<file path="config.mk">
export PLATFORM = sky130hd
export DESIGN_NAME = morse_led_keyer_core
export DESIGN_NICKNAME = d
export VERILOG_FILES = /design/src/rtl/core/mlk_pkg.sv /design/src/rtl/core/mlk_front.sv /design/src/rtl/core/mlk_queue.sv /design/src/rtl/core/mlk_back.sv /design/src/rtl/core/morse_led_keyer_core.sv
export SDC_FILE = /design/constraint.sdc
export NUM_CORES = 1
export LEC_CHECK = 0
export ABC_AREA = 0
export BUFFER_PORTS_ARGS = -buffer_cell sky130_fd_sc_hd__buf_2
export CELL_PAD_IN_SITES_DETAIL_PLACEMENT = 0
export CELL_PAD_IN_SITES_GLOBAL_PLACEMENT = 1
export CORE_MARGIN = 2
export CORE_UTILIZATION = 49
export CTS_CLUSTER_SIZE = 40
export DETAILED_ROUTE_END_ITERATION = 6
export MAX_ROUTING_LAYER = met4
export PLACE_DENSITY_LB_ADDON = 0.25
export SLEW_MARGIN = 40
export SYNTH_ARGS = -nofsm -noshare
export SYNTH_HDL_FRONTEND = slang
export SYNTH_HIERARCHICAL = 1
export SYNTH_SLANG_ARGS = --single-unit
</file>
<file path="constraint.sdc">
create_clock -name clk -period 10.72 [get_ports clk]
set_input_delay 0.536 -clock clk [delete_from_list [all_inputs] [get_ports clk]]
set_output_delay 0.536 -clock clk [all_outputs]
set_load 0.02 [all_outputs]
</file>
<file path="src/rtl/core/mlk_pkg.sv">
// ----------------------------------------------------------------------------
// Morse LED keyer package
// Shared codes, command record and the Morse letter table.
// ----------------------------------------------------------------------------
package mlk_pkg;

	localparam int STORE_DEPTH_DEF = 256;
	localparam int TICK_WIDTH_DEF  = 16;

	localparam int NUM_REGS = 5;
	localparam int CFG_DW   = 16;
	localparam int CFG_IW   = 3;

	localparam int RST_DOT_TICKS  = 10 * 200;
	localparam int RST_DASH_TICKS = 10 * 400;
	localparam int RST_EGAP_TICKS = 10 * 200;
	localparam int RST_LGAP_TICKS = 10 * 400;
	localparam int RST_WGAP_TICKS = 10 * 600;

	// register indexes of the configuration port
	typedef enum logic [CFG_IW-1:0] {
		REG_DOT  = 3'd0,
		REG_DASH = 3'd1,
		REG_EGAP = 3'd2,
		REG_LGAP = 3'd3,
		REG_WGAP = 3'd4
	} reg_idx_t;

	localparam logic OP_TICK = 1'b1;

	localparam logic [7:0] CH_SPACE   = 8'h20;
	localparam logic [7:0] CH_SEMI    = 8'h3B;
	localparam logic [7:0] CH_UPPER_A = 8'h41;
	localparam logic [7:0] CH_UPPER_Z = 8'h5A;
	localparam logic [7:0] CH_LOWER_A = 8'h61;
	localparam logic [7:0] CH_LOWER_Z = 8'h7A;

	// element codes held in the store
	typedef enum logic [2:0] {
		EL_DOT  = 3'd1,
		EL_DASH = 3'd2,
		EL_EGAP = 3'd3,
		EL_LGAP = 3'd4,
		EL_WGAP = 3'd5
	} el_code_t;

	typedef enum logic [2:0] {
		CMD_TICK,
		CMD_START,
		CMD_SPACE,
		CMD_LETTER,
		CMD_OTHER
	} cmd_kind_t;

	// pattern bit k set: mark k is a dash
	typedef struct packed {
		logic [2:0] marks;
		logic [3:0] pattern;
	} morse_t;

	typedef struct packed {
		cmd_kind_t  kind;
		morse_t     code;
	} cmd_t;

	function automatic morse_t morse_lookup(input logic [4:0] idx);
		morse_t m;
		unique case (idx)
			5'd0:    m = '{marks: 3'd2, pattern: 4'b0010}; // A
			5'd1:    m = '{marks: 3'd4, pattern: 4'b0001}; // B
			5'd2:    m = '{marks: 3'd4, pattern: 4'b0101}; // C
			5'd3:    m = '{marks: 3'd3, pattern: 4'b0001}; // D
			5'd4:    m = '{marks: 3'd1, pattern: 4'b0000}; // E
			5'd5:    m = '{marks: 3'd4, pattern: 4'b0100}; // F
			5'd6:    m = '{marks: 3'd3, pattern: 4'b0011}; // G
			5'd7:    m = '{marks: 3'd4, pattern: 4'b0000}; // H
			5'd8:    m = '{marks: 3'd2, pattern: 4'b0000}; // I
			5'd9:    m = '{marks: 3'd4, pattern: 4'b1110}; // J
			5'd10:   m = '{marks: 3'd3, pattern: 4'b0101}; // K
			5'd11:   m = '{marks: 3'd4, pattern: 4'b0010}; // L
			5'd12:   m = '{marks: 3'd2, pattern: 4'b0011}; // M
			5'd13:   m = '{marks: 3'd2, pattern: 4'b0001}; // N
			5'd14:   m = '{marks: 3'd3, pattern: 4'b0111}; // O
			5'd15:   m = '{marks: 3'd4, pattern: 4'b0110}; // P
			5'd16:   m = '{marks: 3'd4, pattern: 4'b1011}; // Q
			5'd17:   m = '{marks: 3'd3, pattern: 4'b0010}; // R
			5'd18:   m = '{marks: 3'd3, pattern: 4'b0000}; // S
			5'd19:   m = '{marks: 3'd1, pattern: 4'b0001}; // T
			5'd20:   m = '{marks: 3'd3, pattern: 4'b0100}; // U
			5'd21:   m = '{marks: 3'd4, pattern: 4'b1000}; // V
			5'd22:   m = '{marks: 3'd3, pattern: 4'b0110}; // W
			5'd23:   m = '{marks: 3'd4, pattern: 4'b1001}; // X
			5'd24:   m = '{marks: 3'd4, pattern: 4'b1101}; // Y
			5'd25:   m = '{marks: 3'd4, pattern: 4'b0011}; // Z
			default: m = '{marks: 3'd1, pattern: 4'b0000};
		endcase
		return m;
	endfunction

endpackage

</file>
<file path="src/rtl/core/mlk_front.sv">
// ----------------------------------------------------------------------------
// Morse LED keyer front end
// Accepts input items and sorts them into tick, start, space, letter or other.
// ----------------------------------------------------------------------------
module mlk_front (
	input  logic          in_valid,
	output logic          in_ready,
	input  logic          opcode,
	input  logic [7:0]    char_code,
	input  logic          q_full,
	output logic          push,
	output mlk_pkg::cmd_t push_cmd
);
	import mlk_pkg::*;

	logic       is_upper;
	logic       is_lower;
	logic [4:0] letter_idx;

	assign in_ready = !q_full;
	assign push     = in_valid && !q_full;

	assign is_upper = (char_code >= CH_UPPER_A) && (char_code <= CH_UPPER_Z);
	assign is_lower = (char_code >= CH_LOWER_A) && (char_code <= CH_LOWER_Z);

	always_comb begin
		letter_idx = is_upper ? 5'(char_code - CH_UPPER_A) : 5'(char_code - CH_LOWER_A);
		push_cmd.code = morse_lookup(letter_idx);
		if (opcode == OP_TICK) begin
			push_cmd.kind = CMD_TICK;
		end else if (char_code == CH_SEMI) begin
			push_cmd.kind = CMD_START;
		end else if (char_code == CH_SPACE) begin
			push_cmd.kind = CMD_SPACE;
		end else if (is_upper || is_lower) begin
			push_cmd.kind = CMD_LETTER;
		end else begin
			push_cmd.kind = CMD_OTHER;
		end
	end

endmodule

</file>
<file path="src/rtl/core/mlk_queue.sv">
// ----------------------------------------------------------------------------
// Morse LED keyer request queue
// Two-entry queue of classified requests between front end and back end.
// ----------------------------------------------------------------------------
module mlk_queue (
	input  logic          clk,
	input  logic          arst_n,
	input  logic          push,
	input  mlk_pkg::cmd_t push_cmd,
	output logic          full,
	input  logic          pop,
	output logic          valid,
	output mlk_pkg::cmd_t cmd
);
	import mlk_pkg::*;

	cmd_t       entries_q [2];
	logic       wr_ptr_q;
	logic       rd_ptr_q;
	logic [1:0] count_q;

	assign full  = (count_q == 2'd2);
	assign valid = (count_q != 2'd0);
	assign cmd   = entries_q[rd_ptr_q];

	always_ff @(posedge clk) begin
		if (push) begin
			entries_q[wr_ptr_q] <= push_cmd;
		end
	end

	always_ff @(posedge clk or negedge arst_n) begin
		if (!arst_n) begin
			wr_ptr_q <= 1'b0;
			rd_ptr_q <= 1'b0;
			count_q  <= 2'd0;
		end else begin
			if (push) begin
				wr_ptr_q <= !wr_ptr_q;
			end
			if (pop) begin
				rd_ptr_q <= !rd_ptr_q;
			end
			case ({push, pop})
				2'b10:   count_q <= count_q + 2'd1;
				2'b01:   count_q <= count_q - 2'd1;
				default: count_q <= count_q;
			endcase
		end
	end

endmodule

</file>
<file path="src/rtl/core/mlk_back.sv">
// ----------------------------------------------------------------------------
// Morse LED keyer back end
// Element store, letter expansion, playback timer and result register.
// ----------------------------------------------------------------------------
module mlk_back #(
	parameter int STORE_DEPTH = mlk_pkg::STORE_DEPTH_DEF,
	parameter int TICK_WIDTH  = mlk_pkg::TICK_WIDTH_DEF
) (
	input  logic                                          clk,
	input  logic                                          arst_n,
	input  logic                                          q_valid,
	input  mlk_pkg::cmd_t                                 q_cmd,
	output logic                                          pop,
	input  logic [mlk_pkg::NUM_REGS-1:0][TICK_WIDTH-1:0]  dur_regs,
	output logic                                          out_valid,
	input  logic                                          out_ready,
	output logic                                          led_on,
	output logic                                          playing,
	output logic                                          finished,
	output logic                                          dropped
);
	import mlk_pkg::*;

	localparam int AW = $clog2(STORE_DEPTH);
	localparam int CW = $clog2(STORE_DEPTH + 1);

	typedef enum logic [1:0] {
		ST_IDLE,
		ST_WRITE,
		ST_ELEM
	} state_t;

	el_code_t elem_mem [STORE_DEPTH];
	el_code_t rd_data_q;

	state_t                state_q;
	logic [CW-1:0]         fill_q;
	logic [CW-1:0]         ptr_q;
	logic [TICK_WIDTH-1:0] ticks_q;
	logic                  led_q;
	logic                  active_q;
	logic [3:0]            wr_cnt_q;
	morse_t                letter_q;
	logic                  res_valid_q;
	logic                  res_led_q;
	logic                  res_play_q;
	logic                  res_fin_q;
	logic                  res_drop_q;

	logic                  slot_free;
	logic [TICK_WIDTH-1:0] tick_dec;
	logic                  tick_zero;
	logic                  has_elem;
	logic [CW-1:0]         room;
	logic [3:0]            need;
	logic                  wr_en;
	el_code_t              wr_data;
	logic                  rd_en;
	logic                  elem_led;
	logic [TICK_WIDTH-1:0] dur_sel;
	logic [TICK_WIDTH-1:0] dur_eff;

	assign out_valid = res_valid_q;
	assign led_on    = res_led_q;
	assign playing   = res_play_q;
	assign finished  = res_fin_q;
	assign dropped   = res_drop_q;

	assign slot_free = !res_valid_q || out_ready;
	assign pop       = (state_q == ST_IDLE) && q_valid && slot_free;

	assign tick_dec  = (ticks_q != '0) ? ticks_q - TICK_WIDTH'(1) : '0;
	assign tick_zero = (tick_dec == '0);
	assign has_elem  = (ptr_q < fill_q);
	assign room      = CW'(STORE_DEPTH) - fill_q;
	assign need      = {q_cmd.code.marks, 1'b1};

	assign rd_en = pop && (q_cmd.kind == CMD_TICK) && active_q && tick_zero && has_elem;

	always_comb begin
		wr_en   = 1'b0;
		wr_data = EL_WGAP;
		if (state_q == ST_WRITE) begin
			wr_en = 1'b1;
			if (wr_cnt_q == {letter_q.marks, 1'b0}) begin
				wr_data = EL_LGAP;
			end else if (wr_cnt_q[0]) begin
				wr_data = EL_EGAP;
			end else if (letter_q.pattern[wr_cnt_q[2:1]]) begin
				wr_data = EL_DASH;
			end else begin
				wr_data = EL_DOT;
			end
		end else if (pop && (q_cmd.kind == CMD_SPACE) && !active_q && (room != '0)) begin
			wr_en = 1'b1;
		end
	end

	// element just fetched from the store
	always_comb begin
		case (rd_data_q)
			EL_DOT: begin
				elem_led = 1'b1;
				dur_sel  = dur_regs[REG_DOT];
			end
			EL_DASH: begin
				elem_led = 1'b1;
				dur_sel  = dur_regs[REG_DASH];
			end
			EL_LGAP: begin
				elem_led = 1'b0;
				dur_sel  = dur_regs[REG_LGAP];
			end
			EL_WGAP: begin
				elem_led = 1'b0;
				dur_sel  = dur_regs[REG_WGAP];
			end
			default: begin
				elem_led = 1'b0;
				dur_sel  = dur_regs[REG_EGAP];
			end
		endcase
		dur_eff = (dur_sel == '0) ? TICK_WIDTH'(1) : dur_sel;
	end

	always_ff @(posedge clk) begin
		if (wr_en) begin
			elem_mem[fill_q[AW-1:0]] <= wr_data;
		end
		if (rd_en) begin
			rd_data_q <= elem_mem[ptr_q[AW-1:0]];
		end
	end

	always_ff @(posedge clk or negedge arst_n) begin
		if (!arst_n) begin
			state_q     <= ST_IDLE;
			fill_q      <= '0;
			ptr_q       <= '0;
			ticks_q     <= '0;
			led_q       <= 1'b0;
			active_q    <= 1'b0;
			wr_cnt_q    <= '0;
			letter_q    <= '0;
			res_valid_q <= 1'b0;
			res_led_q   <= 1'b0;
			res_play_q  <= 1'b0;
			res_fin_q   <= 1'b0;
			res_drop_q  <= 1'b0;
		end else begin
			if (res_valid_q && out_ready) begin
				res_valid_q <= 1'b0;
			end
			unique case (state_q)
				ST_IDLE: begin
					if (pop) begin
						res_valid_q <= 1'b1;
						res_led_q   <= led_q;
						res_play_q  <= active_q;
						res_fin_q   <= 1'b0;
						res_drop_q  <= 1'b0;
						unique case (q_cmd.kind)
							CMD_TICK: begin
								if (active_q) begin
									if (!tick_zero) begin
										ticks_q <= tick_dec;
									end else if (has_elem) begin
										// hold the result until the element is fetched
										ticks_q     <= '0;
										res_valid_q <= 1'b0;
										state_q     <= ST_ELEM;
									end else begin
										active_q   <= 1'b0;
										led_q      <= 1'b0;
										fill_q     <= '0;
										ptr_q      <= '0;
										ticks_q    <= '0;
										res_led_q  <= 1'b0;
										res_play_q <= 1'b0;
										res_fin_q  <= 1'b1;
									end
								end
							end
							CMD_START: begin
								if (active_q) begin
									res_drop_q <= 1'b1;
								end else begin
									active_q   <= 1'b1;
									ptr_q      <= '0;
									ticks_q    <= '0;
									led_q      <= 1'b0;
									res_led_q  <= 1'b0;
									res_play_q <= 1'b1;
								end
							end
							CMD_SPACE: begin
								if (active_q || (room == '0)) begin
									res_drop_q <= 1'b1;
								end else begin
									fill_q <= fill_q + CW'(1);
								end
							end
							CMD_LETTER: begin
								if (active_q || (room < CW'(need))) begin
									res_drop_q <= 1'b1;
								end else begin
									wr_cnt_q <= '0;
									letter_q <= q_cmd.code;
									state_q  <= ST_WRITE;
								end
							end
							default: begin
								res_drop_q <= active_q;
							end
						endcase
					end
				end
				ST_WRITE: begin
					fill_q   <= fill_q + CW'(1);
					wr_cnt_q <= wr_cnt_q + 4'd1;
					if (wr_cnt_q == {letter_q.marks, 1'b0}) begin
						state_q <= ST_IDLE;
					end
				end
				ST_ELEM: begin
					led_q       <= elem_led;
					ticks_q     <= dur_eff;
					ptr_q       <= ptr_q + CW'(1);
					res_valid_q <= 1'b1;
					res_led_q   <= elem_led;
					res_play_q  <= 1'b1;
					res_fin_q   <= 1'b0;
					res_drop_q  <= 1'b0;
					state_q     <= ST_IDLE;
				end
				default: begin
					state_q <= ST_IDLE;
				end
			endcase
		end
	end

endmodule

</file>
<file path="src/rtl/core/morse_led_keyer_core.sv">
// ----------------------------------------------------------------------------
// Morse LED keyer core
// Turns message text into Morse elements and plays them on an LED level.
// ----------------------------------------------------------------------------
// Usage:
//   Input channel (in_valid/in_ready): opcode 0 carries a message character,
//   opcode 1 one timer tick. Every request gives exactly one result on the
//   output channel (out_valid/out_ready): LED level, playing, finished pulse
//   and dropped flag. Letters append their marks and gaps to the element
//   store, a space appends a word gap, ';' starts playback.
//   Configuration (cfg_valid/cfg_ready, cfg_index, cfg_data) sets the five
//   element durations in ticks; write it only while the core is idle.
// Timing:
//   The front end classifies in the accept cycle and hands the request to a
//   two-entry queue. The back end takes one request at a time: a tick that
//   fetches the next element passes through an element fetch state, and a
//   letter through a write state for its store writes, which follow its
//   result. A request passes the queue and the result register to out_valid.
// Reset: store empty, playback idle, LED off, durations 2000/4000/2000/
//   4000/6000 ticks. No clearing pass is needed.
// Stall: the result register holds until taken; the queue keeps accepting
//   until both entries are full, then in_ready drops.
// ----------------------------------------------------------------------------
module morse_led_keyer_core #(
	parameter int STORE_DEPTH = mlk_pkg::STORE_DEPTH_DEF,
	parameter int TICK_WIDTH  = mlk_pkg::TICK_WIDTH_DEF
) (
	input  logic                       clk,
	input  logic                       arst_n,
	input  logic                       in_valid,
	output logic                       in_ready,
	input  logic                       opcode,
	input  logic [7:0]                 char_code,
	output logic                       out_valid,
	input  logic                       out_ready,
	output logic                       led_on,
	output logic                       playing,
	output logic                       finished,
	output logic                       dropped,
	input  logic                       cfg_valid,
	output logic                       cfg_ready,
	input  logic [mlk_pkg::CFG_IW-1:0] cfg_index,
	input  logic [mlk_pkg::CFG_DW-1:0] cfg_data
);
	import mlk_pkg::*;

	logic [NUM_REGS-1:0][TICK_WIDTH-1:0] dur_regs_q;

	logic q_full;
	logic push;
	cmd_t push_cmd;
	logic pop;
	logic q_valid;
	cmd_t q_cmd;

	assign cfg_ready = 1'b1;

	always_ff @(posedge clk or negedge arst_n) begin
		if (!arst_n) begin
			dur_regs_q[REG_DOT]  <= TICK_WIDTH'(RST_DOT_TICKS);
			dur_regs_q[REG_DASH] <= TICK_WIDTH'(RST_DASH_TICKS);
			dur_regs_q[REG_EGAP] <= TICK_WIDTH'(RST_EGAP_TICKS);
			dur_regs_q[REG_LGAP] <= TICK_WIDTH'(RST_LGAP_TICKS);
			dur_regs_q[REG_WGAP] <= TICK_WIDTH'(RST_WGAP_TICKS);
		end else if (cfg_valid) begin
			// drop writes beyond the register list
			case (cfg_index)
				REG_DOT:  dur_regs_q[REG_DOT]  <= TICK_WIDTH'(cfg_data);
				REG_DASH: dur_regs_q[REG_DASH] <= TICK_WIDTH'(cfg_data);
				REG_EGAP: dur_regs_q[REG_EGAP] <= TICK_WIDTH'(cfg_data);
				REG_LGAP: dur_regs_q[REG_LGAP] <= TICK_WIDTH'(cfg_data);
				REG_WGAP: dur_regs_q[REG_WGAP] <= TICK_WIDTH'(cfg_data);
				default: begin
				end
			endcase
		end
	end

	mlk_front u_front (
		.in_valid  (in_valid),
		.in_ready  (in_ready),
		.opcode    (opcode),
		.char_code (char_code),
		.q_full    (q_full),
		.push      (push),
		.push_cmd  (push_cmd)
	);

	mlk_queue u_queue (
		.clk      (clk),
		.arst_n   (arst_n),
		.push     (push),
		.push_cmd (push_cmd),
		.full     (q_full),
		.pop      (pop),
		.valid    (q_valid),
		.cmd      (q_cmd)
	);

	mlk_back #(
		.STORE_DEPTH (STORE_DEPTH),
		.TICK_WIDTH  (TICK_WIDTH)
	) u_back (
		.clk       (clk),
		.arst_n    (arst_n),
		.q_valid   (q_valid),
		.q_cmd     (q_cmd),
		.pop       (pop),
		.dur_regs  (dur_regs_q),
		.out_valid (out_valid),
		.out_ready (out_ready),
		.led_on    (led_on),
		.playing   (playing),
		.finished  (finished),
		.dropped   (dropped)
	);

	a_fin_stops: assert property (@(posedge clk) disable iff (!arst_n)
		out_valid && finished |-> !playing && !led_on)
		else $error("finished result with playback still running");

	a_led_needs_play: assert property (@(posedge clk) disable iff (!arst_n)
		out_valid && led_on |-> playing)
		else $error("LED lit outside playback");

	a_fin_not_drop: assert property (@(posedge clk) disable iff (!arst_n)
		out_valid |-> !(finished && dropped))
		else $error("result both finished and dropped");

	a_pop_needs_slot: assert property (@(posedge clk) disable iff (!arst_n)
		pop |=> !(out_valid && $past(out_valid) && !$past(out_ready) && !$stable(led_on)))
		else $error("result overwritten while stalled");

endmodule

</file>
* Word-level counts from Yosys, hierarchy flattened
Memories as Yosys holds them, arrays and structs flattened. A register that Yosys moved wholly into a read port is not among the register bits. Cells that the tools add are included.
Word-level totals: memories 3, input port bits 33, logic and storage cells 210, bits in writable memories 788, ROM bits 224, bits in registers 137, output and inout port bits 7
Operators by class: order comparisons 7, eq/ne operators 38, bitwise logic cells 1, add/sub/neg operators 9, multiplexer cells 82, reduce and logical (&&, ||, !) cells 49
Memories:
- u_back.elem_mem | words 256, width 3, rd ports 1, clocked after memory_dff 1, wr ports 1, line mlk_back.sv:33 | el_code_t elem_mem [STORE_DEPTH];
- (name not given) | words 32, width 7, rd ports 1, clocked after memory_dff 0, wr ports 0, line mlk_pkg.sv:68 | unique case (idx)
- u_queue.entries_q | words 2, width 10, rd ports 1, clocked after memory_dff 0, wr ports 1, line mlk_queue.sv:17 | cmd_t entries_q [2];
Operators with widths (number):
- 16-bit two-way mux | 6
- 9-bit case mux with 2 select lines | 4
- 16-bit case mux with 2 select lines | 2
- 16-bit case mux with 4 select lines | 1
- 9-bit two-way mux | 7
- 16-bit logical NOT | 2
- 1-bit two-way mux | 31
- 7-bit AND reduction | 4
- 3-bit two-way mux | 7
- 3-bit != test (second input constant) | 7
- 4-bit != test (second input constant) | 5
- 9-bit by 1-bit adder with 9-bit output (second input constant) | 2
- 8-bit by 6-bit == test with 1-bit output (second input constant) | 2
- 8-bit by 7-bit greater-or-equal comparator with 1-bit output (second input constant) | 2
- 8-bit by 7-bit <= comparator with 1-bit output (second input constant) | 2
- 16-bit nonzero test | 1
- 16-bit by 1-bit subtractor with 16-bit output (second input constant) | 1
- 3-bit by 2-bit == test with 1-bit output (second input constant) | 5
- 2-bit two-way mux | 7
- 1-bit case mux with 2 select lines | 7
- 2-bit AND reduction | 7
- 1-bit logical AND | 13
- 4-bit two-way mux | 3
- 2-bit case mux with 2 select lines | 3
- other kinds (31) | 55

* Logic depth before layout (Yosys ltp)
Gate-level depths: netlist of run 1.
depth in word-level cells 10, gate-level depth with buffers 13

* By module
The synthesis of run 1 kept the hierarchy.
Modules (own cells, without submodules):
- mlk_back | instances 1, cells each 2107, area each 35188.7 um2
- morse_led_keyer_core | instances 1, cells each 175, area each 3100.5 um2
- mlk_queue | instances 1, cells each 47, area each 909.6 um2
- mlk_front | instances 1, cells each 123, area each 868.3 um2

* Least setup slack after synthesis of run 1
OpenSTA, ideal clock, no wires.
path kind flip-flop to flip-flop, from register u_back.wr_cnt_q[1], to memory u_back/elem_mem[0][1] (netlist name) (data pin), period minus slack after synthesis 11.032 ns, setup time 1.299 ns, slack -0.312 ns, arrival 9.733 ns, stages on the path, launching flop included 5, cell sequence dfrtp_1 -> xor2_1 -> nor3_1 -> a21o_1 -> nor2_1
On the way: word-level cells in the longest chain between the ends 6, elaborated cells between the ends (all ways) 7, classes of those cells 1 x eq/ne; 6 x mux
Ends and longest elaborated chain:
- start, declared | line mlk_back.sv:42 | logic [3:0] wr_cnt_q;
- start signal, assigned | line mlk_back.sv:220 | wr_cnt_q <= wr_cnt_q + 4'd1;
- 1-bit binary-select mux with 2-bit select | line mlk_back.sv:89 | end else if (letter_q.pattern[wr_cnt_q[2:1]]) begin
- 1-bit two-way mux (not written as such) | line mlk_back.sv:89
- 2-bit two-way mux | line mlk_back.sv:89
- 3-bit two-way mux | line mlk_back.sv:87 | end else if (wr_cnt_q[0]) begin
- 3-bit two-way mux * | line mlk_back.sv:85 | if (wr_cnt_q == {letter_q.marks, 1'b0}) begin
- 3-bit two-way mux * | line mlk_back.sv:83 | if (state_q == ST_WRITE) begin
- named net u_back.wr_data[1] | line mlk_back.sv:57 | el_code_t wr_data;
- end, declared | line mlk_back.sv:33
Mark *: on every way through the listed nets, which the timed path passes. The rest lies on a longest branch. The select of a mux whose other input is x is not followed.

* Worst setup path after layout of run 1
from register u_back.fill_q[0], to memory u_back/elem_mem[15][0] (netlist name) (enable)
On the way: word-level cells in the longest chain between the ends 7
Ends and longest elaborated chain:
- start, declared | line mlk_back.sv:37 | logic [CW-1:0] fill_q;
- start signal, assigned | line mlk_back.sv:200 | fill_q <= fill_q + CW'(1);
- start signal, assigned | line mlk_back.sv:219 | fill_q <= fill_q + CW'(1);
- 9-bit subtractor | line mlk_back.sv:75 | assign room = CW'(STORE_DEPTH) - fill_q;
- 9-bit nonzero test | line mlk_back.sv:94 | end else if (pop && (q_cmd.kind == CMD_SPACE) && !active_q && (room != '0)) begin
- 1-bit logical AND | line mlk_back.sv:94
- 1-bit two-way mux | line mlk_back.sv:94
- 1-bit two-way mux | line mlk_back.sv:83
- 1-bit two-way mux | line mlk_back.sv:127 | if (wr_en) begin
- 1-bit two-way mux (not written as such) | line mlk_back.sv:128 | elem_mem[fill_q[AW-1:0]] <= wr_data;
Several ways; a longest one is shown, not always the timed one.

==> results of run 1 <==
[synth_stat cells (12+ instances only)]
library cell	number	share of area
edfxtp_1	791	0.59
nor2_1	312	0.029
mux4_2	199	0.11
mux2_2	109	0.031
dfrtp_1	106	0.066
nand2_1	96	0.0090
clkbuf_1	87	0.0082
a22oi_1	68	0.013
a21oi_1	46	0.0057
o21ai_0	45	0.0056
inv_1	41	0.0038
a22o_1	33	0.0072
nand3_1	32	0.0040
dfstp_2	31	0.020
a221oi_1	30	0.0066
buf_2	29	0.0036
ha_1	27	0.0084
buf_1	24	0.0022
nor3_1	22	0.0027
buf_6	21	0.0059
o221ai_1	20	0.0044
nand2b_1	17	0.0027
nor2b_1	16	0.0025
nor4_1	14	0.0022
o22ai_1	14	0.0022
o211ai_1	12	0.0022
xnor2_1	12	0.0026
[worst min path at each step]
stage,startpoint,to,slack (ps)
2_1_floorplan,arst_n,dur_regs_q[0],240
3_3_place_gp,u_queue/wr_ptr_q,u_queue/wr_ptr_q,470
3_5_place_dp,u_queue/count_q[1],u_queue/count_q[1],490
4_1_cts,cfg_data[3],dur_regs_q[19],130
5_1_grt,cfg_data[11],dur_regs_q[59],150
6_report,cfg_data[3],dur_regs_q[19],160
[worst register-to-register path, cell delays in order, from the launching register on]
cell and delay (ps):
dfrtp_1 520, inv_1 160, ha_1 500, nor3b_1 580
or4b_1 210, a21oi_2 70, o211ai_2 250, a41o_4 590
nand3_2 760, nor2_1 520
[per-layer routing]
metal | vias to the layer above | GRT usage | routed length (µm)
li1 | 9721 | - | -
met1 | 11626 | 0.3127 | 39710
met2 | 852 | 0.3660 | 45500
met3 | 157 | 0.03500 | 6197
met4 | 0 | 0.06961 | 2662
met5 | - | - | 0
[power by group]
part	total, W	internal, W	leakage (nW)	switching [W]
clock network	0.00319	0.00181	1.45	0.00138
logic	0.00307	0.00123	3.91	0.00184
registers	0.00463	0.00438	8.75	0.000254
total	0.0109	0.00742	14.1	0.00348
[through the flow]
step / setup slack, ps / instances / utilization / hold WS [ps]
2_1_floorplan: 1447 / 2452 / - / 240.4
3_3_place_gp: 6367 / 3409 / 0.5083 / 469.1
3_5_place_dp: 6264 / 3412 / 0.5096 / 489.6
4_1_cts: 6279 / 3587 / 0.5472 / 128.0
5_1_grt: 5970 / 3588 / 0.5478 / 146.5
6_report: 6241 / 3589 / 0.5478 / 159.8
[cells by family after synthesis]
logic type,after synthesis,share of synthesized area
compound gates,351,0.06470
xor+xnor,22,0.004997
fa+ha+maj,28,0.008681
buf+inv,210,0.02539
flops,928,0.6794
mux,319,0.1452
other cells,1,0.00009359
simple gates,593,0.07154
[sequential cells by signal (all words and copies together) (netlist names), 2 cells and up]
name and count:
u_back/letter_q 7, u_queue/count_q 2, u_back/rd_data_q 3, dur_regs_q 80
u_queue/entries_q 20, u_back/fill_q 9, u_back/state_q 2, u_back/ticks_q 16
u_back/ptr_q 9, u_back/elem_mem 768, u_back/wr_cnt_q 4
[area by class of cell]
class                           instances  area, µm²
Antenna cell                            1      2.502
Tap cell                             1060       1326
Clock buffer                          112       2440
Timing Repair Buffer                   71      558.0
Multi-Input combinational cell       1314      11910
Clock inverter                         62      583.1
Fill cell                            6298      36480
Inverter                               41      153.9
Sequential cell                       928      27230
==> metrics, run 1 <==
#FFs+latches synth 928; hold path depth 2; setup skew after layout 47.72 ps; DRT Pass-1 Iters 5; Clk pin slew, worst setup/hold paths 60 ps; register area share after synthesis 0.6794; via count 22,356; Critical path origin u_back/fill_q[0]; CP max FO 25; share of cells above drive strength 1 0.2381; required time of the critical path 11,040 ps; maxcap violations 0; Iteration-0 DRC Markers 2,119; Power Total 0.01090 W; Worst-Margin Slew 856.7 ps; PD cells 246.5 nW/µm²; Root Driver clkbuf_16; final routed DRC violation total 0; CP Class flip-flop to flip-flop; post_cts resized 0; status finished, final reports clean; Starting Density 0.4966; largest net degree at the start of global routing 147; placed wire-length estimate 55.54 mm; Core Footprint 80,680 µm²; TNS Setup 0 ps; most frequent cells in the layout edfxtp_1 (791), nor2_1 (305), mux4_2 (199); WP buf/inv 1; CP Cell Sequence inv_1 > ha_1 > nor3b_1 > or4b_1 > a21oi_2 > o211ai_2 > a41o_4 > nand3_2 > nor2_1; Final Slew Violations 0; Crit path depth 9; HP Class input pin to flip-flop; IO Count 40; crit-path leading delay family simple AND/OR/NAND/NOR gates; reg2reg end u_back/elem_mem[15][0]; Post-DP Area 41,110 µm²; syn avg cell area 16.34 µm²; WL/cell 26.21 µm; number of global-route vias before repair 22,755; Top FF cell, synth edfxtp_1; H-tree Lvls 3; row count 104; Async S/R FF share, synth 0.1476; I/O Buffers 38; Yosys warnings 6; FF-to-FF Start u_back/fill_q[0]; Clock Latency Late Sink 670 ps; Congestion Overflow GR 0; Routed Antenna Nets 0; clock sink total 928; final wirelength 94.07 mm; RSZ-0062 raised after global routing no; Max clock buf depth 3; post-layout instance area 44,200 µm²; Worst setup endpoint u_back/elem_mem[15][0]; Post-Syn Area 40,070 µm²; Final min period 4479 ps; CP arrival 4800 ps; syn_nets 2,512; CP max stage delay 740 ps; P&R area growth vs syn 10.31%; fin crit share 0.4178; DIE AREA 84,070 µm²; commonest non-fill, non-tap cell in the layout edfxtp_1; Syn Inst Count 2,452; Die Span Y 290.0 µm; Setup crit start kind flip-flop; Final setup viols 0; RePlAce Congestion 0.8315; slowest cell on the critical path nand3_2; Die X-Extent 290.0 µm; Yosys cell types 93; TritonCTS clock tree done; first-pass GRT wire length 142.5 mm; final hold vios 0; vias per cell 6.229; # hold bufs at CTS 1; Lkg Pwr 14.10 nW; r2r setup slk 6240 ps; Post-CTS Setup Bufs 0; cts bufs inserted 94; nets 2,510; crit path capture type flip-flop; R2R cell count 9; f_max 0.2233 GHz; Max VDD drop 0.1661 mV; Relative slew margins 0.4275; initial antenna violation count 0; Post-synth EDFFs 791; all-layer global routing usage 0.2311
(Power assumes the default switching activity.)
==> run 2: changes to the inputs <==
==> constraint.sdc (replaced) <==
create_clock -name clk -period 3.8 [get_ports clk]
set_input_delay 0.19 -clock clk [delete_from_list [all_inputs] [get_ports clk]]
set_output_delay 0.19 -clock clk [all_outputs]
set_load 0.02 [all_outputs]
==> metrics, run 2 (synthesis results as in run 1) <==
IO Count 40 (unchanged); Die Span Y 290.0 µm (unchanged); PD cells 702.3 nW/µm² (was 246.5 nW/µm²); Post-CTS Setup Bufs 0 (unchanged); DRT Pass-1 Iters 5 (unchanged); CP max stage delay 560 ps (was 740 ps); Critical path origin u_back/fill_q[0] (unchanged); slowest cell on the critical path or4_1 (was nand3_2); Clock Latency Late Sink 670 ps (about the same); final hold vios 0 (unchanged); Max clock buf depth 3 (unchanged); share of cells above drive strength 1 0.2549 (was 0.2381); flip-flop count of the largest register, all copies and words added 768 (unchanged); Relative slew margins 0.4418 (was 0.4275); via count 22,441 (was 22,356); # hold bufs at CTS 20 (was 1); Post-DP Area 41,620 µm² (was 41,110 µm²); first-pass GRT wire length 143.0 mm (was 142.5 mm); Crit path depth 9 (unchanged); CP Cell Sequence buf_4 > or4_1 > xnor2_1 > o22ai_1 > o211ai_2 > a41o_4 > buf_4 > nand3_4 > nor2_1 (was inv_1 > ha_1 > nor3b_1 > or4b_1 > a21oi_2 > o211ai_2 > a41o_4 > nand3_2 > nor2_1); most frequent cells in the layout edfxtp_1 (791), nor2_1 (309), mux4_2 (199) (was edfxtp_1 (791), nor2_1 (305), mux4_2 (199)); r2r setup slk 300 ps (was 6240 ps); nets 2,576 (was 2,510); TNS Setup 0 ps (unchanged); Final setup viols 0 (unchanged); placed wire-length estimate 58.92 mm (was 55.54 mm); H-tree Lvls 3 (unchanged); Worst setup endpoint u_back/elem_mem[234][1] (was u_back/elem_mem[15][0]); final routed DRC violation total 0 (unchanged); WP buf/inv 2 (was 1); Core Footprint 80,680 µm² (unchanged); most used cell, CP buf_4; reg2reg end u_back/elem_mem[234][1] (was u_back/elem_mem[15][0]); required time of the critical path 4120 ps (was 11,040 ps); initial antenna violation count 0 (unchanged); Setup crit start kind flip-flop (unchanged); Max VDD drop 0.4697 mV (was 0.1661 mV); Die X-Extent 290.0 µm (unchanged); setup skew after layout 52.22 ps (was 47.72 ps); cts bufs inserted 95 (was 94); maxcap violations 0 (unchanged); vias per cell 6.143 (was 6.229); Diodes inserted 0 (was 1); post_cts resized 0 (unchanged); Worst-Margin Slew 835.3 ps (was 856.7 ps); number of global-route vias before repair 23,059 (was 22,755); status finished, final reports clean (unchanged); f_max 0.2856 GHz (was 0.2233 GHz); final wirelength 93.96 mm (was 94.07 mm); HP Class input pin to flip-flop (unchanged); commonest non-fill, non-tap cell in the layout edfxtp_1 (unchanged); Final min period 3501 ps (was 4479 ps); CP max FO 16 (was 25); Final Slew Violations 0 (unchanged); crit path capture type flip-flop (unchanged); largest net degree at the start of global routing 141 (was 147); RSZ-0062 raised after global routing no (unchanged); Iteration-0 DRC Markers 2,127 (was 2,119); Starting Density 0.4966 (unchanged); Routed Antenna Nets 0 (unchanged); WL/cell 25.72 µm (was 26.21 µm); clock sink total 928 (unchanged); all-layer global routing usage 0.2305 (was 0.2311); TritonCTS clock tree done (unchanged); FF-to-FF Start u_back/fill_q[0] (unchanged); P&R area growth vs syn 12.59% (was 10.31%); I/O Buffers 38 (unchanged); RePlAce Congestion 0.8456 (was 0.8315); post-layout instance area 45,110 µm² (was 44,200 µm²); fin crit share 0.9213 (was 0.4178); Clk pin slew, worst setup/hold paths 70 ps (was 60 ps); R2R cell count 9 (unchanged); Lkg Pwr 14.59 nW (was 14.10 nW); DIE AREA 84,070 µm² (unchanged); Congestion Overflow GR 0 (unchanged); CP Class flip-flop to flip-flop (unchanged); row count 104 (unchanged); CP arrival 3820 ps (was 4800 ps); Root Driver clkbuf_16 (unchanged); crit-path leading delay family simple AND/OR/NAND/NOR gates (unchanged)
==> run 2: cell types whose count changed in the layout (fill, tap and decap cells not counted), sizes merged <==
cell,change
clkbuf,+6
dlygate4sd3,+20
buf,+45
clkinvlp,+2
diode,-1
bufinv,+4
inv,+1
clkinv,-13
==> run 2: area by class of cell <==
type | count | area (µm²)
Sequential cell | 928 | 27230
Clock inverter | 56 | 678.2
Multi-Input combinational cell | 1314 | 11890
Inverter | 41 | 153.9
Tap cell | 1060 | 1326
Timing Repair Buffer | 136 | 1303
Clock buffer | 118 | 2535
Fill cell | 6257 | 35560
==> run 2: where the power goes <==
part	internal, W	switching (W)
sequential	0.0123	0.000602
clock	0.00553	0.00396
combinational	0.00389	0.00535
==> run 2: per-layer routing <==
metal / global-route usage / vias up / share of wire
met5: - / - / 0
met4: 0.07152 / 0 / 0.030
met3: 0.03715 / 172 / 0.067
met2: 0.3678 / 832 / 0.49
met1: 0.3072 / 11591 / 0.41
li1: - / 9846 / -
==> run 2: worst reg2reg max path: stages (launching register included) <==
cell,delay [ps]
dfrtp_1,460
buf_4,200
or4_1,560
xnor2_1,170
o22ai_1,120
o211ai_2,110
a41o_4,430
buf_4,340
nand3_4,360
nor2_1,400
==> run 2: worst min path at each step <==
stage | startpoint | end | slack (ps) | cells past startpoint
final | char_code[4] | u_queue/entries_q[1][6] | 40 | 2
after global routing | char_code[4] | u_queue/entries_q[1][6] | 40 | 2
after CTS | char_code[4] | u_queue/entries_q[1][6] | 10 | 2
after global placement | arst_n | u_queue/wr_ptr_q | 360 | 1
after detailed placement | arst_n | u_back/letter_q[1] | 290 | 1
after floorplan | arst_n | dur_regs_q[0] | -110 | 0
==> run 2: per-stage QoR <==
step | hold WS (ps) | worst slack [ps] | util | power [W] | instances
2_1_floorplan | -105.6 | -5359 | - | 0.01927 | 2452
3_3_place_gp | 361.6 | 349.6 | 0.5156 | 0.02221 | 3455
3_5_place_dp | 289.8 | 331.1 | 0.5159 | 0.02238 | 3456
4_1_cts | 14.66 | 298.4 | 0.5583 | 0.03189 | 3650
5_1_grt | 37.22 | 57.43 | 0.5592 | 0.03309 | 3653
6_report | 44.95 | 299.0 | 0.5592 | 0.03168 | 3653
